### config.mk
export PLATFORM = sky130hd
export DESIGN_NAME = fdr_pos
export DESIGN_NICKNAME = d
export VERILOG_FILES = /design/src/fdr_pkg.sv /design/src/fdr_pos.sv
export SDC_FILE = /design/constraint.sdc
export NUM_CORES = 1
export LEC_CHECK = 0
export BUFFER_PORTS_ARGS = -buffer_cell sky130_fd_sc_hd__buf_2
export CORE_ASPECT_RATIO = 1.75
export CORE_MARGIN = 4
export CORE_UTILIZATION = 45
export DETAILED_ROUTE_END_ITERATION = 8
export HOLD_SLACK_MARGIN = 0.05
export PLACE_DENSITY = 0.71
export SYNTH_ARGS = -nofsm -noshare
export SYNTH_HDL_FRONTEND = slang
export SYNTH_SLANG_ARGS = --single-unit
export TNS_END_PERCENT = 100
### constraint.sdc
create_clock -name clk -period 2.2 [get_ports clk]
set_input_delay 0.33 -clock clk [delete_from_list [all_inputs] [get_ports clk]]
set_output_delay 0.33 -clock clk [all_outputs]
set_load 0.02 [all_outputs]
### src/fdr_pkg.sv
// Shared types and constants for the changed-cell run detector.
package fdr_pkg;

  localparam int COLOR_W     = 8;
  localparam int GLYPH_W     = 21;
  localparam int COL_OUT_W   = 7;
  localparam int ROW_OUT_W   = 6;
  localparam int CFG_DATA_W  = 8;
  localparam int FCOLS_W     = 8;
  localparam int FROWS_W     = 7;

  localparam logic [FCOLS_W-1:0] FRAME_COLUMNS_RESET = 8'd40;
  localparam logic [FROWS_W-1:0] FRAME_ROWS_RESET    = 7'd20;

  localparam logic [GLYPH_W-1:0] BLANK_GLYPH = 21'h00_0020;
  localparam logic [GLYPH_W-1:0] HALF_BLOCK  = 21'h00_2584;
  localparam logic [6*COLOR_W-1:0] BLACK_COLORS = 48'h0;

  typedef enum logic [0:0] {
    CFG_FRAME_COLUMNS = 1'b0,
    CFG_FRAME_ROWS    = 1'b1
  } cfg_index_t;

  typedef struct packed {
    logic [COLOR_W-1:0] fg_red;
    logic [COLOR_W-1:0] fg_green;
    logic [COLOR_W-1:0] fg_blue;
    logic [COLOR_W-1:0] bg_red;
    logic [COLOR_W-1:0] bg_green;
    logic [COLOR_W-1:0] bg_blue;
    logic [GLYPH_W-1:0] glyph;
  } in_item_t;

  typedef struct packed {
    logic [COL_OUT_W-1:0] cell_column;
    logic [ROW_OUT_W-1:0] cell_row;
    logic                 run_start;
    logic [COLOR_W-1:0]   out_fg_red;
    logic [COLOR_W-1:0]   out_fg_green;
    logic [COLOR_W-1:0]   out_fg_blue;
    logic [COLOR_W-1:0]   out_bg_red;
    logic [COLOR_W-1:0]   out_bg_green;
    logic [COLOR_W-1:0]   out_bg_blue;
    logic [GLYPH_W-1:0]   shown_glyph;
  } out_item_t;

  typedef struct packed {
    logic [6*COLOR_W-1:0] colors;
    logic [GLYPH_W-1:0]   glyph;
  } cell_t;

  localparam cell_t BLANK_CELL = '{colors: BLACK_COLORS, glyph: BLANK_GLYPH};

endpackage

### src/fdr_pos.sv
// Raster position counters and store address generation.
module fdr_pos #(
  parameter int MAX_COLUMNS = 128,
  parameter int MAX_ROWS    = 64,
  localparam int COL_W  = (MAX_COLUMNS > 1) ? $clog2(MAX_COLUMNS) : 1,
  localparam int ROW_W  = (MAX_ROWS > 1) ? $clog2(MAX_ROWS) : 1,
  localparam int ADDR_W = (MAX_COLUMNS * MAX_ROWS > 1) ? $clog2(MAX_COLUMNS * MAX_ROWS) : 1
) (
  input  logic                        clk,
  input  logic                        rst,
  input  logic                        advance,
  input  logic [fdr_pkg::FCOLS_W-1:0] frame_columns,
  input  logic [fdr_pkg::FROWS_W-1:0] frame_rows,
  output logic [COL_W-1:0]            col,
  output logic [ROW_W-1:0]            row,
  output logic [ADDR_W-1:0]           addr,
  output logic                        row_end
);
  import fdr_pkg::*;

  localparam int CCMP_W = ($clog2(MAX_COLUMNS + 1) > FCOLS_W) ? $clog2(MAX_COLUMNS + 1) : FCOLS_W;
  localparam int RCMP_W = ($clog2(MAX_ROWS + 1) > FROWS_W) ? $clog2(MAX_ROWS + 1) : FROWS_W;

  logic [ADDR_W-1:0] row_base;
  logic [CCMP_W-1:0] col_inc;
  logic [RCMP_W-1:0] row_inc;
  logic              frame_end;

  assign col_inc   = CCMP_W'(col) + CCMP_W'(1);
  assign row_inc   = RCMP_W'(row) + RCMP_W'(1);
  assign row_end   = (col_inc >= CCMP_W'(frame_columns)) || (col_inc >= CCMP_W'(MAX_COLUMNS));
  assign frame_end = (row_inc >= RCMP_W'(frame_rows)) || (row_inc >= RCMP_W'(MAX_ROWS));
  assign addr      = row_base + ADDR_W'(col);

  always_ff @(posedge clk) begin
    if (rst) begin
      col      <= '0;
      row      <= '0;
      row_base <= '0;
    end else if (advance) begin
      if (row_end) begin
        col <= '0;
        if (frame_end) begin
          row      <= '0;
          row_base <= '0;
        end else begin
          row      <= row + ROW_W'(1);
          row_base <= row_base + ADDR_W'(MAX_COLUMNS);
        end
      end else begin
        col <= col + COL_W'(1);
      end
    end
  end

endmodule

==> Word-level counts from Yosys, hierarchy flattened <==
Cells that the tools add are included.
W data, S select, Z words.
{ "op_classes": {"n_addsub": 6, "n_lt_le_gt_ge": 4, "n_mux": 3, "reduce_logical": 3} }
{ "ops": {"columns": ["cell", "n"], "rows": [
  ["$add A13 B7 Y13", 1],
  ["$add A13 B8 Y13 const B", 1],
  ["$mux W13", 1],
  ["$add A7 B1 Y8 const B", 1],
  ["$ge A8 B8 Y1", 1],
  ["$ge A8 B8 Y1 const B", 1],
  ["$add A6 B1 Y7 const B", 1],
  ["$add A7 B1 Y7 const B", 1],
  ["$ge A7 B7 Y1", 1],
  ["$ge A7 B7 Y1 const B", 1],
  ["$mux W7", 1],
  ["$add A6 B1 Y6 const B", 1],
  ["$mux W6", 1],
  ["$logic_or A1 B1 Y1", 2],
  ["$reduce_and A2 Y1", 1]
]} }
{ "word_totals": {"regBits": 26, "input_bits": 18, "out_inout_bits": 27, "wordCells": 19} }

==> Logic depth before layout (Yosys ltp) <==
Gate-level depths: netlist (run 1).
{ "logic_depth": {"depth_word": 4, "depth_mapped": 10, "depth_no_buf": 9} }

==> Least setup slack after synthesis (run 1) <==
OpenSTA, ideal clock, no wires.
{ "synth_timing": {"path_kind": "register to register", "start": "register row[2]", "end": "register row[2]", "setup_ns": 0.061, "arrival_time_ns": 2.427, "required_time_ns": 2.139, "slack_ns": -0.287, "stages_incl_launch_ff": 10, "path_buffers": 0, "period_less_slack_ns": 2.487, "path_cell_list": "dfxtp_1 -> nand3_1 -> nor2_1 -> xor2_1 -> ha_1 -> a21oi_1 -> o22ai_1 -> a211o_4 -> a211oi_4 -> a32o_2"} }
{ "synth_between": {"elab_chain_cells": 4, "word_cells_on_any_way": 6, "cone_classes": "2 x add/sub; 2 x order compare; 1 x mux; 1 x reduce/logical"} }
{ "synth_rtl": {"columns": ["item", "line", "source"], "rows": [
  ["from (decl)", "fdr_pos.sv:15", "output logic [ROW_W-1:0] row,"],
  ["from (signal assigned)", "fdr_pos.sv:47", "row <= row + ROW_W'(1);"],
  ["$add A6 B1 Y7", "fdr_pos.sv:30", "assign row_inc = RCMP_W'(row) + RCMP_W'(1);"],
  ["$ge A7 B7 Y1", "fdr_pos.sv:32", "assign frame_end = (row_inc >= RCMP_W'(frame_rows)) || (row_inc >= RCMP_W'(MAX_ROWS));"],
  ["$logic_or A1 B1 Y1", "fdr_pos.sv:32", null],
  ["$mux W6 (*)", "fdr_pos.sv:43", "if (frame_end) begin"]
]} }
Mark *: on every way between the ends. The rest lies on a longest branch, timed or not.
A chain may end at the register's enable or synchronous reset.

==> Worst setup path after layout (run 1) <==
{ "layout_timing": {"start": "register col[0]", "end": "output port row_end"} }
{ "layout_between": {"elab_chain_cells": 3, "word_cells_on_any_way": 4, "cone_classes": "1 x add/sub; 2 x order compare; 1 x reduce/logical"} }
{ "layout_rtl": {"columns": ["item", "line", "source"], "rows": [
  ["from (decl)", "fdr_pos.sv:14", "output logic [COL_W-1:0] col,"],
  ["from (signal assigned)", "fdr_pos.sv:51", "col <= col + COL_W'(1);"],
  ["$add A7 B1 Y8 (*)", "fdr_pos.sv:29", "assign col_inc = CCMP_W'(col) + CCMP_W'(1);"],
  ["$ge A8 B8 Y1", "fdr_pos.sv:31", "assign row_end = (col_inc >= CCMP_W'(frame_columns)) || (col_inc >= CCMP_W'(MAX_COLUMNS));"],
  ["$logic_or A1 B1 Y1 (*)", "fdr_pos.sv:31", null],
  ["to (decl)", "fdr_pos.sv:17", "output logic row_end"]
]} }
Marked as above.

==> results of run 1 <==
where the power goes:
group	internal [W]	total, W	switching [W]
registers	0.000339	0.000345	0.00000657
logic	0.0000643	0.000140	0.0000759
clock network	0.000126	0.000245	0.000119
kinds of logic after synthesis:
| kind of cell | after synthesis |
|---|---|
| buffers and inverters | 38 |
| DFF | 19 |
| AOI/OAI and AO/OA | 44 |
| xor gates and xnor gates | 9 |
| adders and majority gates | 18 |
| and+or+nand+nor | 54 |
state kept, by name (all words and copies together), names as in the netlist:
signal / cells
col: 7
row: 6
row_base: 6
timing repair:
action                                  in CTS  in global routing
hold buffers                                 0                  0
setup buffers                                7                  2
endpoints found under the setup margin      15                 20
pin swaps                                   31                 13
resized for setup                           19                 24
gates cloned                                 0                  0
final cells by class:
class	instances	area share, %
clock inverter	1	0.207
timing repair buffer	87	24.0
clock buffer	3	1.71
multi-input combinational	125	51.5
sequential	19	17.2
tap	43	2.22
inverter	19	3.16
stage by stage:
step	hold WS [ns]	instance area, sq um
6_report	0.421	2420
5_1_grt	0.434	2420
4_1_cts	0.406	2260
3_5_place_dp	0.523	2070
3_3_place_gp	0.505	2070
2_1_floorplan	0.480	1630
metal layers:
layer,wire [um],GRT usage [%]
met5,0,0
met3,179,2.46
met1,1600,18.5
met4,228,12.4
met2,3090,48.1
worst min path at each step:
stage                 start           end
2_1_floorplan   row_base[7]   row_base[7]
3_3_place_gp   row_base[12]  row_base[12]
3_5_place_dp   row_base[12]  row_base[12]
4_1_cts                 rst        row[0]
5_1_grt                 rst   row_base[7]
6_report                rst   row_base[7]
cells in the final DEF, fill, tap and decap left out, drive strengths merged, types with 5 or more instances in the layout:
cell / count
and3: 6
ha: 18
nand2: 14
nand3: 11
buf: 87
nor2: 6
a32o: 10
nor2b: 7
xnor2: 5
dfxtp: 19
o21ai: 5
inv: 18
a21oi: 10
==> impl_metrics.toml, run 1 <==
[status]
status = "finished, violations left"
failed_checks = "setup timing"

[global_route]
grt_pass1_vias = 1825
grt_max_degree = 15
grt_overflow_total = 0
antenna_found_initial = 0
grt_pass1_wl_um = 7830
grt_usage_pct = 23.0

[floorplan]
die_area_sq_um = 4440
die_height_um = 85.2
coreArea_sq_um = 3210
io_pins = 45
die_w_um = 52.1
initial_core_util_pct = 47.7
fp-row-count = 27

[drt]
wl_um = 5090
avgViaCountPerCell = 5.67
drt_pass1_iterations = 4
drt-initial-drc-count = 27
wl_per_cell_um = 17.1
vias = 1685
drc = 0
ant_nets = 0

[sta]
tns_ns = -2.21
period_needed_ns = 2.45
setup_violations = 13
clock_skew_ns = 0.00503
fin_ws_ns = -0.254
final_max_slew_viol_count = 0
rsz0062_at_grt = "true"
period_share_pct = 112
worstMarginPinSlew_ns = 0.359
hold_viol_final = 0
max_freq_mhz = 408
slew_headroom_pct = 76.0

[worst_setup_path]
rrSetupSlack_ns = -0.20
critPathMostFrequentCell = "nand2_2"
cp_max_fo = 3
required_ns = 1.87
startpoint_type = "register"
r2r.worst_path.cells = 12
worst-path-stages = 10
critical_path.startpoint = "col[0]"
crit_type = "reg2out"
crit_chain = "buf_4 -> and3_4 -> nand3_4 -> clkinv_4 -> ha_4 -> a21oi_1 -> nand2_2 -> a31oi_4 -> nand2_2 -> buf_6"
cp_top_family = "simple AND/OR/NAND/NOR gates"
crit_buf_inv = 3
r2r_end = "row[4]"
cp_slowest_cell = "dfxtp_4"
cpPeakStageDelay_ns = 0.38
cp-endpoint = "row_end"
r2r-start = "col[1]"
endpoint_kind = "primary output"
arrival_ns = 2.12

[min_path]
holdPathStages = 2
holdCritPathClass = "in2reg"

[yosys]
synth_cells = 182
synth_top_family_by_area = "compound AO/OA/AOI/OAI gates"
yosys.area_share.adder_pct = 14.7
synth_compound_area_share_pct = 25.3
synth_top_area_share_pct = 24.8
yosys.cell_types.count = 42
synth_most_common_cell = "dfxtp_1"
syn_avg_cell_area_sq_um = 8.41
synth_area_leaders = "dfxtp_1 25%, ha_1 15%, inv_1 4.4%"
yosysSeqAreaShare_pct = 24.8
ys_async_sr_fraction_pct = 0
yosys.area_share.simple_pct = 19.8
ys_ff_latch = 19
syn_nets = 218
synth_edf_count = 0
ys.flop_type = "dfxtp_1"
synth_xor_area_share_pct = 5.15
yosysWarnings = 0
synth.top_cells.by_count = "19 x dfxtp_1, 18 x ha_1, 18 x inv_1, 15 x clkbuf_1, 14 x nand2_1"
synth_top_area_cell = "dfxtp_1"
netlist_area_sq_um = 1530
synth_mux_area_share_pct = 0

[layout]
antenna_cells = 0
multi_input_area_sq_um = 1250
fin_util_pct = 75.4
regArea_sq_um = 417
fin_cells = 297
fin_nets = 291
fillCellCount = 219
area_growth_pct = 57.9
post_route_cells_drive_above_1_share_pct = 58.7

[placed_design]
routabilityCongestion = 0.878
place_ws_ns = -0.112
hpwl_um = 3590
placedCellCount = 284
io_buffers = 44

[pwr]
finalPower_w = 0.000730
ir_drop_mv = 0.401
leakage_nw = 1.19
power_density_nw_per_um2 = 302

[cts]
clk_latency_ns = 0.26
cts_root_buffer = "clkbuf_8"
cts_buffers = 3
cts_sinks = 19
h-tree-depth = 1
cts_tree = "built"
cts_buffer_depth = 2
clk_pin_slew_worst_paths_ns = 0.07

[flow_run]
maxCapViolCount = 0
(Power assumes the default switching activity.)
==> inputs of run 2 (changes only) <==
--- a/config.mk
+++ b/config.mk
@@ -11,7 +11,7 @@
 export CORE_UTILIZATION = 45
 export DETAILED_ROUTE_END_ITERATION = 8
 export HOLD_SLACK_MARGIN = 0.05
-export PLACE_DENSITY = 0.71
+export PLACE_DENSITY_LB_ADDON = 0.05
 export SYNTH_ARGS = -nofsm -noshare
 export SYNTH_HDL_FRONTEND = slang
 export SYNTH_SLANG_ARGS = --single-unit
==> constraint.sdc (replaced) <==
create_clock -name clk -period 2.2 [get_ports clk]
set_input_delay 0.33 -clock clk [delete_from_list [all_inputs] [get_ports clk]]
set_output_delay 0.33 -clock clk [all_outputs]
set_load 0.005 [all_outputs]
==> run 2 against run 1 <==
Compared with the run above:
- worst setup slack improved by 0.11 ns
- cell area fell by 3.9%
- critical path type unchanged
- final cell count is 2.0% lower
- core utilization is 3.0 points lower
- clock power is essentially flat
- the flow still finishes with violations (setup timing)
- first-iteration DRC count rose by 59%
==> impl_metrics.toml, run 2 (same netlist as run 1, synthesis figures left out) <==
[cts]
cts_sinks = 19
h-tree-depth = 1
cts_root_buffer = "clkbuf_8"
hold_buffers = 0
cts_buffer_depth = 2
cts_tree = "built"
cts_buffers = 3
clk_latency_ns = 0.26
clk_pin_slew_worst_paths_ns = 0.07

[floorplan]
io_pins = 45
fp-row-count = 27
die_area_sq_um = 4440
die_height_um = 85.2
die_w_um = 52.1
coreArea_sq_um = 3210
initial_core_util_pct = 47.7

[drt]
wl_um = 4650
wl_per_cell_um = 16.0
ant_nets = 0
avgViaCountPerCell = 5.55
drt_pass1_iterations = 4
vias = 1616
drt-initial-drc-count = 43
drc = 0

[layout]
reg_top3 = "col (7), row (6), row_base (6)"
fin_nets = 285
final_cell_mix = "44 x buf_2, 34 x buf_4, 18 x inv_1"
fillCellCount = 259
fin_util_pct = 72.4
largest_reg_flops = 7
area_growth_pct = 51.7
top_register = "col"
final_common_cell = "buf_2"
post_route_cells_drive_above_1_share_pct = 56.0
antenna_cells = 0

[global_route]
met2_usage_pct = 41.1
grt_max_degree = 12
antenna_found_initial = 0
grt_most_used_layer = "met2"
grt_pass1_vias = 1546
grt_overflow_total = 0
grt_pass1_wl_um = 6790
grt_usage_pct = 20.0
gr-usage-met1_pct = 18.8
grtUsageMet3_pct = 1.93

[status]
failed_checks = "setup timing"
status = "finished, violations left"

[placed_design]
hpwl_um = 3440
io_buffers = 44
routabilityCongestion = 0.800

[worst_setup_path]
cp_top_family = "simple AND/OR/NAND/NOR gates"
worst-path-stages = 8
r2r.worst_path.cells = 12
startpoint_type = "register"
crit_chain = "nand3_2 -> nor2_4 -> xor2_2 -> ha_1 -> and3_4 -> a31oi_4 -> nand2_1 -> buf_2"
arrival_ns = 2.02
cp_slowest_cell = "dfxtp_4"
endpoint_kind = "primary output"
required_ns = 1.87
cp_max_fo = 6
crit_buf_inv = 1
cpPeakStageDelay_ns = 0.40
crit_type = "reg2out"

[sta]
period_needed_ns = 2.35
hold_viol_final = 0
fin_ws_ns = -0.148
rsz0062_at_grt = "true"
worstMarginPinSlew_ns = 0.399
slew_headroom_pct = 73.3
clock_skew_ns = 0.00300
setup_violations = 14
hold-worst-slack_ns = 0.408
period_share_pct = 107
final_max_slew_viol_count = 0
tns_ns = -1.02
max_freq_mhz = 426

[pwr]
power_density_nw_per_um2 = 313
leakage_nw = 1.16
ir_drop_mv = 0.257

[min_path]
holdCritPathClass = "in2reg"
holdPathStages = 2

[flow_run]
maxCapViolCount = 0
[run 2: repair_timing]
item | 4_1_cts | 5_1_grt
resized for setup | 17 | 23
pin swaps | 13 | 18
endpoints found under the setup margin | 19 | 20
setup buffers | 4 | 2
[run 2: worst register-to-register path, delay by kind of cell (launching register included)]
kind                       cells  cell delay [ns]
buffers and inverters          3             0.44
and+or+nand+nor                3             0.44
AOI/OAI and AO/OA              3             0.39
DFF                            1             0.38
adders and majority gates      2             0.34
xor gates and xnor gates       1             0.18
[run 2: worst paths after layout]
kind                     start      endpoint  slack (ns)
setup / recovery        col[2]       row_end       -0.15
hold / removal             rst        col[1]        0.41
setup reg to reg        col[0]        row[1]       -0.09
hold reg to reg   row_base[12]  row_base[12]        0.53
[run 2: power by group]
part / internal (W) / switching [W]
combinational: 0.0000636 / 0.0000648
sequential: 0.000344 / 0.00000607
clock: 0.000126 / 0.000122
total: 0.000533 / 0.000193
[run 2: layout make-up]
type	count	area (sq um)	share of cell area (%)
Tap cell	43	53.8	2.32
Timing Repair Buffer	81	518	22.3
Clock buffer	3	41.3	1.78
Inverter	19	76.3	3.28
Sequential cell	19	404	17.4
Multi-Input combinational cell	125	1220	52.7
Clock inverter	1	5.00	0.215
[run 2: stage by stage]
stage          cells  worst slack (ns)  area (sq um)  power [W]
6_report         291            -0.148          2320   0.000726
4_1_cts          289            -0.212          2180   0.000722
2_1_floorplan    182           0.00137          1590   0.000425
3_3_place_gp     281            -0.128          2010   0.000460
3_5_place_dp     281            -0.171          2010   0.000464
5_1_grt          291            -0.230          2320   0.000759
[run 2: layer usage]
metal | up-vias | share of wire [%] | routed length, um
li1 | 789 | - | -
met1 | 767 | 33 | 1530
met2 | 49 | 61 | 2840
met3 | 11 | 4.0 | 187
met4 | 0 | 2.1 | 97
met5 | - | 0 | 0
==> inputs of run 3 (changes only) <==
--- a/config.mk
+++ b/config.mk
@@ -7,11 +7,12 @@
 export LEC_CHECK = 0
 export BUFFER_PORTS_ARGS = -buffer_cell sky130_fd_sc_hd__buf_2
 export CORE_ASPECT_RATIO = 1.75
-export CORE_MARGIN = 4
+export CORE_MARGIN = 1
 export CORE_UTILIZATION = 45
 export DETAILED_ROUTE_END_ITERATION = 8
 export HOLD_SLACK_MARGIN = 0.05
 export PLACE_DENSITY_LB_ADDON = 0.05
+export SETUP_SLACK_MARGIN = 0.5
 export SYNTH_ARGS = -nofsm -noshare
 export SYNTH_HDL_FRONTEND = slang
 export SYNTH_SLANG_ARGS = --single-unit
==> run 3 against run 2 <==
Compared with the run above:
- the flow still finishes with violations (setup timing)
- sequential share of layout area grew 0.75 points
- clock power is essentially flat
- core utilization shrank 1.1 points
- hold slack gained 0.0040 ns
- via count is the same
- routed wire length shrank 3.6%
- global-route usage grew 6.2 points
- total power shrank 1.1%
- critical path depth grew 1
- critical endpoint unchanged
- sequential power shrank 2%
==> impl_metrics.toml, run 3 (same netlist as run 1, synthesis figures left out) <==
[worst_setup_path]
startpoint_type = "register"
cp_max_fo = 3
r2r.worst_path.cells = 12
crit_type = "reg2out"
endpoint_kind = "primary output"
arrival_ns = 2.03
rrSetupSlack_ns = -0.13
required_ns = 1.87

[placed_design]
placed_cell_area_sq_um = 2000
routabilityCongestion = 0.775
hpwl_um = 3290
io_buffers = 44

[drt]
wl_um = 4480
drt_pass1_iterations = 4
drt-initial-drc-count = 33
drc = 0
wl_per_cell_um = 15.5
vias = 1616
avgViaCountPerCell = 5.59
ant_nets = 0

[sta]
period_needed_ns = 2.36
worstMarginPinSlew_ns = 0.354
max_freq_mhz = 425
final_max_slew_viol_count = 0
clock_skew_ns = 0.00588
setup_violations = 12
slew_headroom_pct = 76.3
rsz0062_at_grt = "true"
hold_viol_final = 0
period_share_pct = 107
fin_ws_ns = -0.155

[floorplan]
die_w_um = 46.1
initial_core_util_pct = 47.7
die_area_sq_um = 3650
coreArea_sq_um = 3210
die_height_um = 79.2
io_pins = 45
fp-row-count = 27

[cts]
h-tree-depth = 1
cts_sinks = 19
clk_latency_ns = 0.26
cts_tree = "built"
cts_root_buffer = "clkbuf_8"
cts_buffer_depth = 2
clk_pin_slew_worst_paths_ns = 0.07
cts_buffers = 3
hold_buffers = 0

[layout]
fin_util_pct = 71.3
antenna_cells = 0
top_register = "col"
final_cell_mix = "44 x buf_2, 28 x buf_4, 18 x inv_1"
finalInstanceArea_sq_um = 2290
final_common_cell = "buf_2"
area_growth_pct = 49.5
reg_top3 = "col (7), row (6), row_base (6)"
fin_nets = 283
post_route_cells_drive_above_1_share_pct = 54.5
largest_reg_flops = 7
fillCellCount = 263

[global_route]
grt_usage_pct = 26.2
grt_max_degree = 16
grt_overflow_total = 0
grt_pass1_wl_um = 7090
antenna_found_initial = 0
grt_pass1_vias = 1598

[flow_run]
maxCapViolCount = 0

[pwr]
leakage_nw = 1.15
power_density_nw_per_um2 = 314
ir_drop_mv = 0.303

[min_path]
holdCritPathClass = "in2reg"
holdPathStages = 2

[status]
status = "finished, violations left"
failed_checks = "setup timing"
==> run 3: repair_timing <==
action | 4_1_cts | 5_1_grt
gates resized for setup | 21 | 9
pin swaps | 17 | 12
buffers inserted | 8 | 5
endpoints found under the setup margin | 20 | 20
==> run 3: layout make-up <==
type,count,area (sq um),share of cell area (%)
Clock inverter,1,5.00,0.219
Clock buffer,3,41.3,1.80
Timing Repair Buffer,79,518,22.6
Inverter,19,76.3,3.33
Tap cell,43,53.8,2.35
Sequential cell,19,415,18.1
Multi-Input combinational cell,125,1180,51.5
==> run 3: path summary, 6_finish.rpt <==
check                             from  endpoint
worst max-delay path            col[0]   row_end
worst min register to register  col[3]    col[3]
worst max register to register  col[0]    row[2]
worst min-delay path               rst    row[0]
==> run 3: power by group <==
group	leakage, nW	total (W)	internal (W)	switching, W
sequential	0.161	0.000344	0.000339	0.00000533
clock	0.0255	0.000247	0.000126	0.000121
combinational	0.963	0.000128	0.0000621	0.0000656
==> run 3: stage by stage <==
stage | power, W | hold WS, ns | setup TNS [ns] | worst slack, ns | cells
6_report | 0.000718 | 0.412 | -1.44 | -0.155 | 289
5_1_grt | 0.000756 | 0.417 | -2.78 | -0.233 | 289
4_1_cts | 0.000706 | 0.415 | -0.646 | -0.141 | 284
3_5_place_dp | 0.000457 | 0.502 | -1.25 | -0.135 | 272
3_3_place_gp | 0.000450 | 0.494 | -0.593 | -0.0694 | 272
2_1_floorplan | 0.000421 | 0.480 | 0 | 0.0329 | 182
==> run 3: routing by layer <==
metal | global-route usage, % | part of all wire, % | vias up
li1 | - | - | 782
met1 | 25.0 | 35 | 781
met2 | 52.1 | 60 | 42
met3 | 2.50 | 2.5 | 11
met4 | 9.41 | 2.0 | 0
met5 | 0 | 0 | -
==> run 3: worst max-delay path, cell delays in order (launching register included) <==
cell and delay (ns):
dfxtp_4 0.37, buf_4 0.12, nand3_4 0.10, nor2_4 0.15, xor2_2 0.19, ha_1 0.27, and3_4 0.19, a31oi_4 0.17
nand2_1 0.07, buf_2 0.13
