File: src/fdr_ram.sv
// Generic simple dual-port RAM with one write port and a registered read port.
module fdr_ram #(
  parameter int WIDTH = 8,
  parameter int DEPTH = 16
) (
  clk,
  we,
  waddr,
  wdata,
  re,
  raddr,
  rdata
);
  localparam int ADDR_W = (DEPTH > 1) ? $clog2(DEPTH) : 1;

  input  logic              clk;
  input  logic              we;
  input  logic [ADDR_W-1:0] waddr;
  input  logic [WIDTH-1:0]  wdata;
  input  logic              re;
  input  logic [ADDR_W-1:0] raddr;
  output logic [WIDTH-1:0]  rdata;

  logic [WIDTH-1:0] mem [DEPTH];

  always_ff @(posedge clk) begin
    if (we) begin
      mem[waddr] <= wdata;
    end
    if (re) begin
      rdata <= mem[raddr];
    end
  end

endmodule

File: config.mk
export PLATFORM = sky130hd
export DESIGN_NAME = fdr_ram
export DESIGN_NICKNAME = d
export VERILOG_FILES = /design/src/fdr_ram.sv
export SDC_FILE = /design/constraint.sdc
export NUM_CORES = 1
export LEC_CHECK = 0
export ABC_AREA = 1
export BUFFER_PORTS_ARGS = -buffer_cell sky130_fd_sc_hd__buf_2
export CAP_MARGIN = 20
export CORE_ASPECT_RATIO = 2
export CORE_MARGIN = 2
export CORE_UTILIZATION = 45
export CTS_BUF_LIST = sky130_fd_sc_hd__clkbuf_16
export CTS_CLUSTER_DIAMETER = 150
export CTS_CLUSTER_SIZE = 30
export DETAILED_ROUTE_END_ITERATION = 8
export PLACE_DENSITY_LB_ADDON = 0.12
export RECOVER_POWER = 25
export SYNTH_ARGS = -nofsm -noshare
export SYNTH_HDL_FRONTEND = slang
export SYNTH_SLANG_ARGS = --single-unit
export TNS_END_PERCENT = 100
File: constraint.sdc
create_clock -name clk -period 1.4 [get_ports clk]
set_clock_uncertainty 0.1 [all_clocks]
set_input_delay 0.14 -clock clk [delete_from_list [all_inputs] [get_ports clk]]
set_output_delay 0.14 -clock clk [all_outputs]
set_load 0.01 [all_outputs]
* Word-level counts from Yosys, hierarchy flattened
Memory sizes are Yosys's and may differ from the RTL's. A register that Yosys moved wholly into a read port is not among the register bits.
Cells that the tools add are included.
** Operators by class
- Mux-type cells :: 2
** Operators by type and width (number)
- 1-bit two-way mux :: 2
** Word-level totals
- Register bits after elaboration :: 0
- Memory bits (writable) :: 128
- Bits of input ports :: 19
- Output and inout bits :: 8
- Memories :: 1
** Memories
- mem :: depth 16, width 8, read ports 1, clocked after memory_dff 1, wr ports 1, RTL line 24 : logic [WIDTH-1:0] mem [DEPTH];

* Longest topological paths before layout
Gate-level depths: netlist of run 1.
- Word-level depth :: 2
- Gate-level depth with buffers :: 8
- Depth with buffers taken out :: 7

* Least setup slack after synthesis of run 1
Ideal clock, no wire load.
- Kind :: input to register
- From :: in waddr[2]
- To :: mem mem[10][0] (enable)
- Setup time :: 0.370 ns
- Arrival :: 0.721 ns
- Slack :: 0.209 ns
- Stages :: 2
- Buffers on the path :: 0
- Path through :: nand3b_1 > nor2_1
** RTL lines
- from (decl) :: RTL line 18 : input logic [ADDR_W-1:0] waddr;
- to (decl) :: RTL line 24
Straight into the memory's write port.

==> summary.md, run 1 <==
| Metric | Value |
|---|---|
| Post-CTS repair timing setup buffer count | `0` |
| Total wire length after detailed routing | `14200 um` |
| Die outline width | `84.6 um` |
| Worst-path fanout max | `1` |
| Part of the cycle the worst path needs | `0.886` |
| Time the final worst path needs with I/O delays and setup | `1.24 ns` |
| Post-cts sizing count | `0` |
| Critical Setup Path Class | `reg2reg` |
| Synth Register Bits | `136` |
| Aggregate global routing overflow | `0` |
| Die area | `about 14000 sq um` |
| Port bufs | `26` |
| Largest area contributor in the netlist | `sky130_fd_sc_hd__edfxtp_1` |
| Total placed cells including tap cells | `between 700 and 800` |
| Worst setup endpoint | `rdata[3]` |
| Crit Reg-Reg Endpoint | `rdata[3]` |
| Pin count of the biggest net entering global routing | `33` |
| Netlist area before placement | `slightly below 6000 sq um` |
| Most repeated library cell on the critical path | `sky130_fd_sc_hd__nand3_1` |
| I/O pins | `27` |
| Arrival @ worst endpoint | `1.30 ns` |
| DRC Markers | `0` |
| Sequential cell fraction of total power | `0.470` |
| Longest Clk Path Bufs | `2` |
| Min-delay worst type | `in2reg` |
| Status | `finished, final reports clean` |
| Per-cell via count in the routed design | `roughly 5.0` |
| Delay of the slowest cell on the worst path | `~0.35 ns` |
| Number of sinks on the clock net | `approximately 140` |
| Required time worst endpoint | `approximately 1.5 ns` |
| Logic depth of the worst path, buffers included | `6` |
| Commonest cells after routing, fill and taps aside | `173 x sky130_fd_sc_hd__nand2_1, 136 x sky130_fd_sc_hd__edfxtp_1, 101 x sky130_fd_sc_hd__inv_1, 97 x sky130_fd_sc_hd__nand3_1, 25 x sky130_fd_sc_hd__buf_4` |
| Cell with the largest stage delay on the worst path | `sky130_fd_sc_hd__edfxtp_1` |
| Final net count | `620` |
| Filler-free cell count of the finished design | `about 770` |
| Endpoint class of the critical path | `flop` |
| Type of origin of the critical path | `flop` |
| Area Growth Syn to Fin | `17.4%` |
| Clock edge transition at the registers on the reported setup and hold paths | `approximately 0.060 ns` |
| Area share of the largest cell type after synthesis | `0.698` |
| Ratio of cells with drive above 1 in the final layout | `0.127` |
| Global-route wire length before repair | `~22000 um` |
| Total of fill cells in the finished design | `1160` |
| Final estimated routing congestion in global placement | `slightly below 0.9` |
| Kind of cell adding the most delay to the critical path | `simple AND/OR/NAND/NOR gates` |
| Internal | `7.72 mW` |
| Setup violations, final | `0` |
| Number of H-tree levels | `4` |
| Net switching component of the power | `approximately 2.1 mW` |
| Violation count after the first detailed-routing iteration | `237` |
| Max VDD drop | `approximately 940 uV` |
| Leakage power summed over all cells | `roughly 3.0 nW` |
| Num CTS Buffers | `17` |
| WHS | `slightly above 0.08 ns` |
| Post-DP HPWL | `9000 um` |
| Final max-slew violation count | `0` |
| Most common cell after layout, fill and taps aside | `sky130_fd_sc_hd__nand2_1` |
| Register area share after synthesis | `0.698` |
| Vias in the first global route | `between 3000 and 4000` |
| Headroom to the max-slew limit | `0.413` |
| Worst setup path startpoint | `mem[13][3]` |
| Part of the total power dissipated in the clock network | `0.470` |
| Cell types occupying the most area after synthesis | `sky130_fd_sc_hd__edfxtp_1 70%, sky130_fd_sc_hd__nand2_1 11%, sky130_fd_sc_hd__nand3_1 8.3%` |
| Sum Neg Setup Slack | `0 ns` |
| Total via count after detailed routing | `about 3800` |
| Startpoint of the worst-slack reg-to-reg timing path | `mem[13][3]` |
| CTS tree | `done` |
| Worst hold start | `wdata[7]` |
| Standard cell core area | `roughly 13000 sq um` |
| Count of maximum capacitance violations | `0` |
| Die Y | `165 um` |
| Avg WL per Cell | `between 15 and 20 um` |
| Syn avg cell area | `~11 sq um` |
| Number of cell instances on the worst register-to-register path | `6` |
| Clock network latency to the later pin of the worst-skew pair | `0.41 ns` |
| Maximum clock frequency | `around 0.81 GHz` |
| GRT Overall Usage | `0.215` |
| Quantity of hold-fixing buffers added after cts | `1` |
| Post-synthesis cell count | `~550` |
| Power, Total | `about 10 mW` |
| Switching part of the total power | `0.213` |
| Power Density | `about 1400 nW/um^2` |
| Starting utilization of the core area | `0.455` |
| RSZ-0062 raised after global routing | `false` |
| Cells along the critical path | `inv_1 > nand2_1 > nand3_1 > nand3_1 > nand3_1 > nand2_1` |
| Warnings from Yosys | `0` |
| Reg-to-reg slack, setup | `between 0.15 and 0.2 ns` |
| Distinct cells, synth | `11` |
| Buffer and inverter count on the worst path | `1` |
| Synthesized Nets | `570` |
| Number of placement rows | `59` |
| Router iterations before antenna repair | `5` |
| Final Hold Vio Count | `0` |
| Number of nets with antenna violations after routing | `0` |
| Fraction of power consumed by combinational cells | `0.060` |
| Initial antenna violation count | `0` |
| Number of diodes | `0` |
| Worst Tran Pin Value | `roughly 0.9 ns` |
| CTS root buf | `sky130_fd_sc_hd__clkbuf_16` |
## area by class of cell
class / count / area (sq um) / share of cell area
flip-flops and latches: 136 / 4080 / 0.595
multi-input cells: 289 / 1210 / 0.177
clock buffers: 17 / 425 / 0.0620
inverters: 102 / 383 / 0.0558
repair buffers: 55 / 382 / 0.0556
well taps: 152 / 190 / 0.0277
clock inverters: 15 / 185 / 0.0270
## worst reg2reg max path: stages, from the launching register on
cell                       delay [ns]
sky130_fd_sc_hd__edfxtp_1        0.35
sky130_fd_sc_hd__inv_1           0.06
sky130_fd_sc_hd__nand2_1         0.04
sky130_fd_sc_hd__nand3_1         0.09
sky130_fd_sc_hd__nand3_1         0.18
sky130_fd_sc_hd__nand3_1         0.13
sky130_fd_sc_hd__nand2_1         0.05
## cells in the mapped netlist
cell type and number:
sky130_fd_sc_hd__nand3_1 97, sky130_fd_sc_hd__inv_1 100, sky130_fd_sc_hd__buf_2 13, sky130_fd_sc_hd__nor2_1 17
sky130_fd_sc_hd__buf_6 6, sky130_fd_sc_hd__nand2_1 173, sky130_fd_sc_hd__buf_1 1, sky130_fd_sc_hd__buf_4 4
sky130_fd_sc_hd__nand3b_1 2, sky130_fd_sc_hd__edfxtp_1 136, sky130_fd_sc_hd__inv_2 2
## power by group through the flow
stage	combinational, mW	sequential (mW)	clock [mW]
floorplan	0.322	4.70	0
global placement	0.597	4.69	0
detailed placement	0.596	4.70	0
CTS	0.602	4.61	4.65
global route	0.653	4.62	4.83
finish	0.589	4.61	4.61
## layer usage
| layer | vias up | part of all wire | GRT usage |
|---|---|---|---|
| met3 | 18 | 0.041 | 0.0437 |
| met1 | 1831 | 0.42 | 0.264 |
| met4 | 0 | 0.023 | 0.0952 |
| met2 | 110 | 0.52 | 0.366 |
| met5 | - | 0 | 0 |
| li1 | 1879 | - | - |
## cells by family after synthesis
family	after synthesis	share of synthesized area
AND/OR/NAND/NOR	289	0.208
buffers and inverters	126	0.0939
flip-flops	136	0.698
## sequential cells by signal, summed over array words and instances, names as in the netlist
signal / cells
mem: 128
rdata: 8
## how the worst min path moves through the flow
| stage | end | slack, ns | cells after the start |
|---|---|---|---|
| global placement | rdata[6] | 0.42 | 1 |
| floorplan | mem[0][0] | 0.14 | 0 |
| finish | mem[9][7] | 0.08 | 1 |
| detailed placement | rdata[1] | 0.41 | 1 |
| CTS | mem[7][4] | 0.03 | 1 |
| global route | mem[11][6] | 0.09 | 1 |
## metrics by stage
stage	area (sq um)	worst slack (ns)	util
floorplan	5850	0.209	-
global placement	6250	-0.105	0.486
detailed placement	6250	-0.117	0.486
CTS	6870	0.151	0.535
global route	6860	0.0648	0.534
finish	6860	0.160	0.534
Note: power is estimated with default switching activity, not from simulation.
==> run 2, diff against run 1 <==
--- a/config.mk
+++ b/config.mk
@@ -5,7 +5,6 @@
 export SDC_FILE = /design/constraint.sdc
 export NUM_CORES = 1
 export LEC_CHECK = 0
-export ABC_AREA = 1
 export BUFFER_PORTS_ARGS = -buffer_cell sky130_fd_sc_hd__buf_2
 export CAP_MARGIN = 20
 export CORE_ASPECT_RATIO = 2
==> constraint.sdc (replaced) <==
create_clock -name clk -period 1.4 [get_ports clk]
set_clock_uncertainty 0.1 [all_clocks]
set_input_delay 0.14 -clock clk [delete_from_list [all_inputs] [get_ports clk]]
set_output_delay 0.14 -clock clk [all_outputs]
set_load 0.005 [all_outputs]
==> run 2 against run 1 <==
Effect of this change:
- the run now ends with negative setup slack left
- global-route usage down 3.6 points
- setup slack worse by 0.26 ns
- synthesized cell count is 58% lower
- clock power is 3% lower
- clock-buffer cell count did not move
- non-clock buffer count grew 2
- final area down 7.9%
- sequential cell count unchanged
- via count shrank 36%
- core utilization grew 2.2 points
- largest cell class unchanged
==> summary.md, run 2 <==
| Metric | Value |
|---|---|
| Maximum clock frequency | `0.667 GHz (was 0.806 GHz)` |
| Switching part of the total power | `0.204 (was 0.213)` |
| Warnings from Yosys | `0 (unchanged)` |
| Number of sinks on the clock net | `136 (unchanged)` |
| Post-DP HPWL | `7080 um (was 9000 um)` |
| Avg WL per Cell | `22.4 um (was 18.6 um)` |
| CTS tree | `done (unchanged)` |
| Initial antenna violation count | `0 (unchanged)` |
| Cells along the critical path | `mux4_2 > a22oi_2 > nand2_1 (was inv_1 > nand2_1 > nand3_1 > nand3_1 > nand3_1 > nand2_1)` |
| Worst-path fanout max | `1 (unchanged)` |
| Part of the total power dissipated in the clock network | `0.469 (was 0.470)` |
| Global-route wire length before repair | `15300 um (was 21500 um)` |
| Die Y | `156 um (was 165 um)` |
| Starting utilization of the core area | `0.460 (was 0.455)` |
| Post-route core utilization | `0.556 (was 0.534)` |
| Status | `complete, but fails checks (was finished, final reports clean)` |
| Pin count of the biggest net entering global routing | `21 (was 33)` |
| Part of the cycle the worst path needs | `1.07 (was 0.886)` |
| GRT Overall Usage | `0.179 (was 0.215)` |
| Area Growth Syn to Fin | `20.9% (was 17.4%)` |
| Final estimated routing congestion in global placement | `0.781 (was 0.889)` |
| Time the final worst path needs with I/O delays and setup | `1.50 ns (was 1.24 ns)` |
| Total of fill cells in the finished design | `896 (was 1160)` |
| Standard cell core area | `11400 sq um (was 12800 sq um)` |
| Number of nets with antenna violations after routing | `0 (unchanged)` |
| Register area share after synthesis | `0.781 (was 0.698)` |
| Post-synthesis cell count | `229 (was 551)` |
| Net switching component of the power | `1.95 mW (was 2.09 mW)` |
| Number of synthesized flops with an enable pin | `136 (unchanged)` |
| Flip-flop count of the largest register, all copies and words added | `128 (unchanged)` |
| Setup violations, final | `8 (was 0)` |
| Delay of the slowest cell on the worst path | `0.49 ns (was 0.35 ns)` |
| Area share of the largest cell type after synthesis | `0.781 (was 0.698)` |
| Failing checks | `negative setup slack` |
| Num CTS Buffers | `17 (unchanged)` |
| Cell with the most instances after synthesis | `sky130_fd_sc_hd__edfxtp_1 (was sky130_fd_sc_hd__nand2_1)` |
| Setup slack of the critical path after layout | `-0.0997 ns (was 0.160 ns)` |
| Synthesized Nets | `248 (was 570)` |
| Largest registers | `mem (128), rdata (8) (unchanged)` |
| Most common cell after layout, fill and taps aside | `sky130_fd_sc_hd__edfxtp_1 (was sky130_fd_sc_hd__nand2_1)` |
| Clock network latency to the later pin of the worst-skew pair | `0.41 ns (about the same)` |
| Headroom to the max-slew limit | `0.447 (was 0.413)` |
| Synth Register Bits | `136 (unchanged)` |
| Top cells by instance count after synthesis | `136 x sky130_fd_sc_hd__edfxtp_1, 18 x sky130_fd_sc_hd__mux4_2, 16 x sky130_fd_sc_hd__a22oi_1 (was 173 x sky130_fd_sc_hd__nand2_1, 136 x sky130_fd_sc_hd__edfxtp_1, 100 x sky130_fd_sc_hd__inv_1)` |
| Predominant post-synthesis flop cell | `sky130_fd_sc_hd__edfxtp_1 (unchanged)` |
| Number of diodes | `0 (unchanged)` |
| Sum Neg Setup Slack | `-0.538 ns (was 0 ns)` |
| Final max-slew violation count | `0 (unchanged)` |
| Critical Setup Path Class | `reg2reg (unchanged)` |
| Clock edge transition at the registers on the reported setup and hold paths | `0.06 ns (about the same)` |
| Internal | `7.60 mW (was 7.72 mW)` |
| Total wire length after detailed routing | `10100 um (was 14200 um)` |
| Arrival @ worst endpoint | `1.56 ns (was 1.30 ns)` |
| Post-CTS repair timing setup buffer count | `0 (unchanged)` |
| Leakage power summed over all cells | `2.11 nW (was 2.97 nW)` |
| Syn avg cell area | `22.8 sq um (was 10.6 sq um)` |
| DRC Markers | `0 (unchanged)` |
| Endpoint class of the critical path | `flop (unchanged)` |
| Max VDD drop | `885 uV (was 938 uV)` |
| Per-cell via count in the routed design | `5.47 (was 5.01)` |
| Router iterations before antenna repair | `5 (unchanged)` |
| Worst Tran Pin Value | `0.827 ns (was 0.880 ns)` |
| Violation count after the first detailed-routing iteration | `151 (was 237)` |
| Port bufs | `26 (unchanged)` |
| Number of H-tree levels | `4 (unchanged)` |
| Aggregate global routing overflow | `0 (unchanged)` |
| Type of origin of the critical path | `flop (unchanged)` |
| Netlist area before placement | `5230 sq um (was 5850 sq um)` |
| RSZ-0062 raised after global routing | `true (was false)` |
| Required time worst endpoint | `1.46 ns (about the same)` |
| Number of placement rows | `55 (was 59)` |
| Power Density | `1510 nW/um^2 (was 1430 nW/um^2)` |
| Fraction of power consumed by combinational cells | `0.048 (was 0.060)` |
| Buffer and inverter count on the worst path | `0 (was 1)` |
| Min-delay worst type | `in2reg (unchanged)` |
| Fraction of registers with async set/reset | `0 (unchanged)` |
| Commonest cells after routing, fill and taps aside | `136 x sky130_fd_sc_hd__edfxtp_1, 32 x sky130_fd_sc_hd__mux4_2, 25 x sky130_fd_sc_hd__buf_4, 21 x sky130_fd_sc_hd__buf_2, 17 x sky130_fd_sc_hd__clkbuf_16 (was 173 x sky130_fd_sc_hd__nand2_1, 136 x sky130_fd_sc_hd__edfxtp_1, 101 x sky130_fd_sc_hd__inv_1, 97 x sky130_fd_sc_hd__nand3_1, 25 x sky130_fd_sc_hd__buf_4)` |
| Final net count | `314 (was 620)` |
| Vias in the first global route | `2700 (was 3785)` |
| Sequential cell fraction of total power | `0.483 (was 0.470)` |
| Die outline width | `80.2 um (was 84.6 um)` |
| Power, Total | `9.55 mW (was 9.81 mW)` |
| Cell types occupying the most area after synthesis | `sky130_fd_sc_hd__edfxtp_1 78%, sky130_fd_sc_hd__mux4_2 7.8%, sky130_fd_sc_hd__mux4_1 7.0% (was sky130_fd_sc_hd__edfxtp_1 70%, sky130_fd_sc_hd__nand2_1 11%, sky130_fd_sc_hd__nand3_1 8.3%)` |
| Longest Clk Path Bufs | `2 (unchanged)` |
| Final Hold Vio Count | `0 (unchanged)` |
| Largest area contributor in the netlist | `sky130_fd_sc_hd__edfxtp_1 (unchanged)` |
| Cell with the largest stage delay on the worst path | `sky130_fd_sc_hd__mux4_2 (was sky130_fd_sc_hd__edfxtp_1)` |
| Count of maximum capacitance violations | `0 (unchanged)` |
| Ratio of cells with drive above 1 in the final layout | `0.396 (was 0.127)` |
| Register with the most flip-flops | `mem (unchanged)` |
| I/O pins | `27 (unchanged)` |
| Total via count after detailed routing | `2463 (was 3838)` |
| CTS root buf | `sky130_fd_sc_hd__clkbuf_16 (unchanged)` |
| Die area | `12500 sq um (was 14000 sq um)` |
| Kind of cell adding the most delay to the critical path | `multiplexers (was simple AND/OR/NAND/NOR gates)` |
| Distinct cells, synth | `18 (was 11)` |
==> run 2: cell count changes in the layout (fill, tap and decap cells not counted), sizes merged, moves of 2 or more <==
| cell | before | now |
|---|---|---|
| mux4 | 0 | 32 |
| nand2b | 0 | 2 |
| a22oi | 0 | 16 |
| dlygate4sd3 | 1 | 3 |
| nor3 | 0 | 4 |
| clkinv | 8 | 6 |
| nand2 | 173 | 9 |
| nor2 | 17 | 13 |
| inv | 103 | 4 |
| nand3 | 97 | 1 |
==> run 2: metrics by stage <==
| stage | hold WS (ns) | setup slack, ns | cell area, sq um | instances |
|---|---|---|---|---|
| 2_1_floorplan | 0.139 | -0.106 | 5230 | 229 |
| 3_3_place_gp | 0.403 | -0.318 | 5660 | 415 |
| 3_5_place_dp | 0.425 | -0.334 | 5660 | 415 |
| 4_1_cts | 0.000158 | -0.109 | 6310 | 450 |
| 5_1_grt | 0.0335 | -0.141 | 6320 | 450 |
| 6_report | 0.0282 | -0.0997 | 6320 | 450 |
==> run 2: worst reg2reg max path: stages, from the launching register on <==
cell	delay, ns
sky130_fd_sc_hd__edfxtp_1	0.36
sky130_fd_sc_hd__mux4_2	0.49
sky130_fd_sc_hd__a22oi_2	0.22
sky130_fd_sc_hd__nand2_1	0.08
==> run 2: path summary, 6_finish.rpt <==
check             start         to  slack [ns]  cells after the start
max           mem[3][5]   rdata[5]        -0.1                      3
min            wdata[0]  mem[0][0]        0.03                      1
max reg2reg   mem[3][5]   rdata[5]        -0.1                      3
min reg2reg  mem[12][6]   rdata[6]        0.65                      3
==> run 2: metal layers <==
| layer | up-vias | global-route usage | routed length, um |
|---|---|---|---|
| met4 | 0 | 0.0799 | 234 |
| met2 | 62 | 0.326 | 5960 |
| met1 | 1281 | 0.188 | 3600 |
| met3 | 18 | 0.0490 | 304 |
| li1 | 1102 | - | - |
| met5 | - | 0 | 0 |
==> run 2: logic make-up (layout without fill, tap and decap cells) <==
family | count (synthesis) | count (layout) | share of synthesized area
simple gates | 35 | 35 | 0.0314
flops | 136 | 136 | 0.781
compound gates | 16 | 16 | 0.0230
mux | 32 | 32 | 0.148
buf+inv | 10 | 89 | 0.0165
==> run 2: cell type report <==
class / count / area (sq um) / share of cell area
clock inverter: 15 / 175 / 0.0277
multi-input combinational: 83 / 1050 / 0.167
timing repair buffer: 57 / 402 / 0.0636
clock buffer: 17 / 425 / 0.0673
tap: 142 / 178 / 0.0281
sequential: 136 / 4080 / 0.646
==> run 2: power by group through the flow <==
stage	Combinational, mW	Clock [mW]	Sequential, mW
4_1_cts	0.464	4.57	4.61
3_3_place_gp	0.439	0	4.69
3_5_place_dp	0.448	0	4.70
2_1_floorplan	0.253	0	4.69
5_1_grt	0.495	4.75	4.62
6_report	0.455	4.48	4.61
==> run 2: what timing repair did <==
item	in CTS	in global routing
gates resized for setup	5	3
hold buffers	3	0
endpoints found under the setup margin	8	8
pin swaps	3	0
hold endpoints to repair	34	0
cloned	0	0
==> run 3, diff against run 2 <==
==> constraint.sdc (replaced) <==
create_clock -name clk -period 1.8 [get_ports clk]
set_clock_uncertainty 0.1 [all_clocks]
set_input_delay 0.36 -clock clk [delete_from_list [all_inputs] [get_ports clk]]
set_output_delay 0.36 -clock clk [all_outputs]
set_load 0.005 [all_outputs]
==> run 3 against run 2 <==
Effect of this change:
- the run now ends clean
- first-iteration DRC count is 26% lower
- core utilization fell by 0.24 points
- critical path type unchanged
- hold slack better by 0.21 ns
- die area unchanged
- register-to-register slack improved by 0.26 ns
- sequential share of layout area up 0.28 points
- routed wire length grew 5.1%
- setup slack better by 0.26 ns
- non-clock buffer count unchanged
- critical path depth stayed put
==> summary.md, run 3 (synthesis gave the netlist of run 2 again) <==
| Metric | Value |
|---|---|
| Headroom to the max-slew limit | `0.474 (was 0.447)` |
| DRC Markers | `0 (unchanged)` |
| Area of the multi-input gates | `1060 sq um (was 1050 sq um)` |
| Commonest cells after routing, fill and taps aside | `136 x sky130_fd_sc_hd__edfxtp_1, 29 x sky130_fd_sc_hd__buf_4, 21 x sky130_fd_sc_hd__buf_2, 18 x sky130_fd_sc_hd__mux4_2, 17 x sky130_fd_sc_hd__clkbuf_16 (was 136 x sky130_fd_sc_hd__edfxtp_1, 32 x sky130_fd_sc_hd__mux4_2, 25 x sky130_fd_sc_hd__buf_4, 21 x sky130_fd_sc_hd__buf_2, 17 x sky130_fd_sc_hd__clkbuf_16)` |
| Final Hold Vio Count | `0 (unchanged)` |
| Initial antenna violation count | `0 (unchanged)` |
| Total wire length after detailed routing | `10600 um (was 10100 um)` |
| Total via count after detailed routing | `2504 (was 2463)` |
| Quantity of hold-fixing buffers added after cts | `0 (was 3)` |
| Part of the cycle the worst path needs | `0.910 (was 1.07)` |
| Per-cell via count in the routed design | `5.56 (was 5.47)` |
| Time the final worst path needs with I/O delays and setup | `1.64 ns (was 1.50 ns)` |
| Number of sinks on the clock net | `136 (unchanged)` |
| Worst hold start | `re (was wdata[0])` |
| Port bufs | `26 (unchanged)` |
| Worst Tran Pin Value | `0.786 ns (was 0.827 ns)` |
| Type of origin of the critical path | `flop (unchanged)` |
| Flip-flop count of the largest register, all copies and words added | `128 (unchanged)` |
| Final max-slew violation count | `0 (unchanged)` |
| Endpoint class of the critical path | `flop (unchanged)` |
| Cell with the largest stage delay on the worst path | `sky130_fd_sc_hd__mux4_1 (was sky130_fd_sc_hd__mux4_2)` |
| GRT Overall Usage | `0.189 (was 0.179)` |
| Worst Hold Endpoint | `rdata[2] (was mem[0][0])` |
| Number of diodes | `0 (unchanged)` |
| Number of cell instances on the worst register-to-register path | `3 (unchanged)` |
| Max VDD drop | `860 uV (was 885 uV)` |
| RSZ-0062 raised after global routing | `false (was true)` |
| Register with the most flip-flops | `mem (unchanged)` |
| Reg-to-reg slack, setup | `0.16 ns (was -0.1 ns)` |
| Pin count of the biggest net entering global routing | `27 (was 21)` |
| Placement Cell Area | `5710 sq um (was 5660 sq um)` |
| Post-DP HPWL | `7160 um (was 7080 um)` |
| Total placed cells including tap cells | `418 (was 415)` |
| Most common cell after layout, fill and taps aside | `sky130_fd_sc_hd__edfxtp_1 (unchanged)` |
| Setup violations, final | `0 (was 8)` |
| Longest Clk Path Bufs | `2 (unchanged)` |
| Required time worst endpoint | `1.85 ns (was 1.46 ns)` |
| Sequential cell area | `4080 sq um (unchanged)` |
| Count of maximum capacitance violations | `0 (unchanged)` |
| Number of H-tree levels | `4 (unchanged)` |
| Die outline width | `80.2 um (unchanged)` |
| Min-delay worst type | `in2reg (unchanged)` |
| Post-route core utilization | `0.554 (was 0.556)` |
| Filler-free cell count of the finished design | `450 (unchanged)` |
| Leakage power summed over all cells | `2.16 nW (was 2.11 nW)` |
| CTS root buf | `sky130_fd_sc_hd__clkbuf_16 (unchanged)` |
| I/O pins | `27 (unchanged)` |
| Worst-path fanout max | `1 (unchanged)` |
| Final design instance area without fill | `6290 sq um (was 6320 sq um)` |
| Clock network latency to the later pin of the worst-skew pair | `0.41 ns (about the same)` |
| Avg WL per Cell | `23.6 um (was 22.4 um)` |
| Number of placement rows | `55 (unchanged)` |
| Arrival @ worst endpoint | `1.69 ns (was 1.56 ns)` |
| Starting utilization of the core area | `0.460 (unchanged)` |
| Die Y | `156 um (unchanged)` |
| Area Growth Syn to Fin | `20.3% (was 20.9%)` |
| Power Density | `1160 nW/um^2 (was 1510 nW/um^2)` |
| Delay of the slowest cell on the worst path | `0.53 ns (was 0.49 ns)` |
| Power, Total | `7.31 mW (was 9.55 mW)` |
| Status | `finished, final reports clean (was complete, but fails checks)` |
| Die area | `12500 sq um (unchanged)` |
| Clock edge transition at the registers on the reported setup and hold paths | `0.05 ns (was 0.06 ns)` |
| Num CTS Buffers | `17 (unchanged)` |
| Largest registers | `mem (128), rdata (8) (unchanged)` |
| Startpoint of the worst-slack reg-to-reg timing path | `mem[2][0] (was mem[3][5])` |
| Post-cts sizing count | `0 (was 5)` |
| Aggregate global routing overflow | `0 (unchanged)` |
| Number of nets with antenna violations after routing | `0 (unchanged)` |
| Ratio of cells with drive above 1 in the final layout | `0.328 (was 0.396)` |
| Global-route wire length before repair | `16400 um (was 15300 um)` |
| CTS tree | `done (unchanged)` |
| Router iterations before antenna repair | `5 (unchanged)` |
| Critical Setup Path Class | `reg2reg (unchanged)` |
| WHS Path Cells | `1 (unchanged)` |
| Vias in the first global route | `2688 (was 2700)` |
| Crit Reg-Reg Endpoint | `rdata[0] (was rdata[5])` |
| Final estimated routing congestion in global placement | `0.727 (was 0.781)` |
| Violation count after the first detailed-routing iteration | `111 (was 151)` |
| Final net count | `314 (unchanged)` |
| Cells along the critical path | `mux4_1 > a22oi_1 > nand2_1 (was mux4_2 > a22oi_2 > nand2_1)` |
| Total of fill cells in the finished design | `874 (was 896)` |
| Maximum clock frequency | `0.610 GHz (was 0.667 GHz)` |
| Post-CTS repair timing setup buffer count | `0 (unchanged)` |
| Standard cell core area | `11400 sq um (unchanged)` |
==> run 3: cell types whose count changed in the layout (fill, tap and decap cells not counted), moves of 2 or more <==
cell                            delta
sky130_fd_sc_hd__a22oi_1           +7
sky130_fd_sc_hd__a22oi_2           -7
sky130_fd_sc_hd__buf_4             +4
sky130_fd_sc_hd__clkinv_1          +2
sky130_fd_sc_hd__clkinv_2          +3
sky130_fd_sc_hd__dlygate4sd3_1     -3
sky130_fd_sc_hd__inv_6             -3
sky130_fd_sc_hd__mux4_1           +14
sky130_fd_sc_hd__mux4_2           -14
sky130_fd_sc_hd__nor3_1            +2
sky130_fd_sc_hd__nor3_2            -2
==> run 3: where the power goes <==
part           internal [mW]  total [mW]  switching (mW)  leakage (nW)
clock network           2.15        3.38            1.23         0.289
logic                  0.146       0.335           0.189         0.633
registers               3.57        3.59          0.0177          1.24
total                   5.87        7.31            1.44          2.16
==> run 3: how the worst max path moves through the flow <==
stage	start	slack, ns	depth (start not counted)	end
final	mem[2][0]	0.16	3	rdata[0]
after global routing	mem[2][0]	0.06	3	rdata[0]
after global placement	raddr[0]	-0.23	5	rdata[7]
after CTS	mem[2][0]	0.15	3	rdata[0]
after floorplan	raddr[0]	0.06	5	rdata[1]
after detailed placement	raddr[0]	-0.24	5	rdata[7]
==> run 3: area by class of cell <==
| class | instances | share of cell area |
|---|---|---|
| tap | 142 | 0.0282 |
| sequential | 136 | 0.649 |
| multi-input combinational | 83 | 0.169 |
| clock buffer | 17 | 0.0676 |
| clock inverter | 15 | 0.0255 |
| timing repair buffer | 57 | 0.0607 |
==> run 3: critical path: cells and delay by family, from the launching register on <==
family           cells  cell delay [ns]
AO/OA/AOI/OAI        1             0.28
flip-flops           1             0.38
multiplexers         1             0.53
AND/OR/NAND/NOR      1             0.10
==> run 3: stage by stage <==
step	worst slack (ns)	hold slack, ns	TNS [ns]
2_1_floorplan	0.0576	0.359	0
3_3_place_gp	-0.230	0.619	-2.36
3_5_place_dp	-0.237	0.637	-2.40
4_1_cts	0.147	0.224	0
5_1_grt	0.0630	0.228	0
6_report	0.162	0.242	0
==> run 3: layer usage <==
layer | wire, um | GRT usage | up-vias
li1 | - | - | 1118
met1 | 4160 | 0.223 | 1320
met2 | 6020 | 0.332 | 54
met3 | 270 | 0.0490 | 12
met4 | 165 | 0.0621 | 0
met5 | 0 | 0 | -
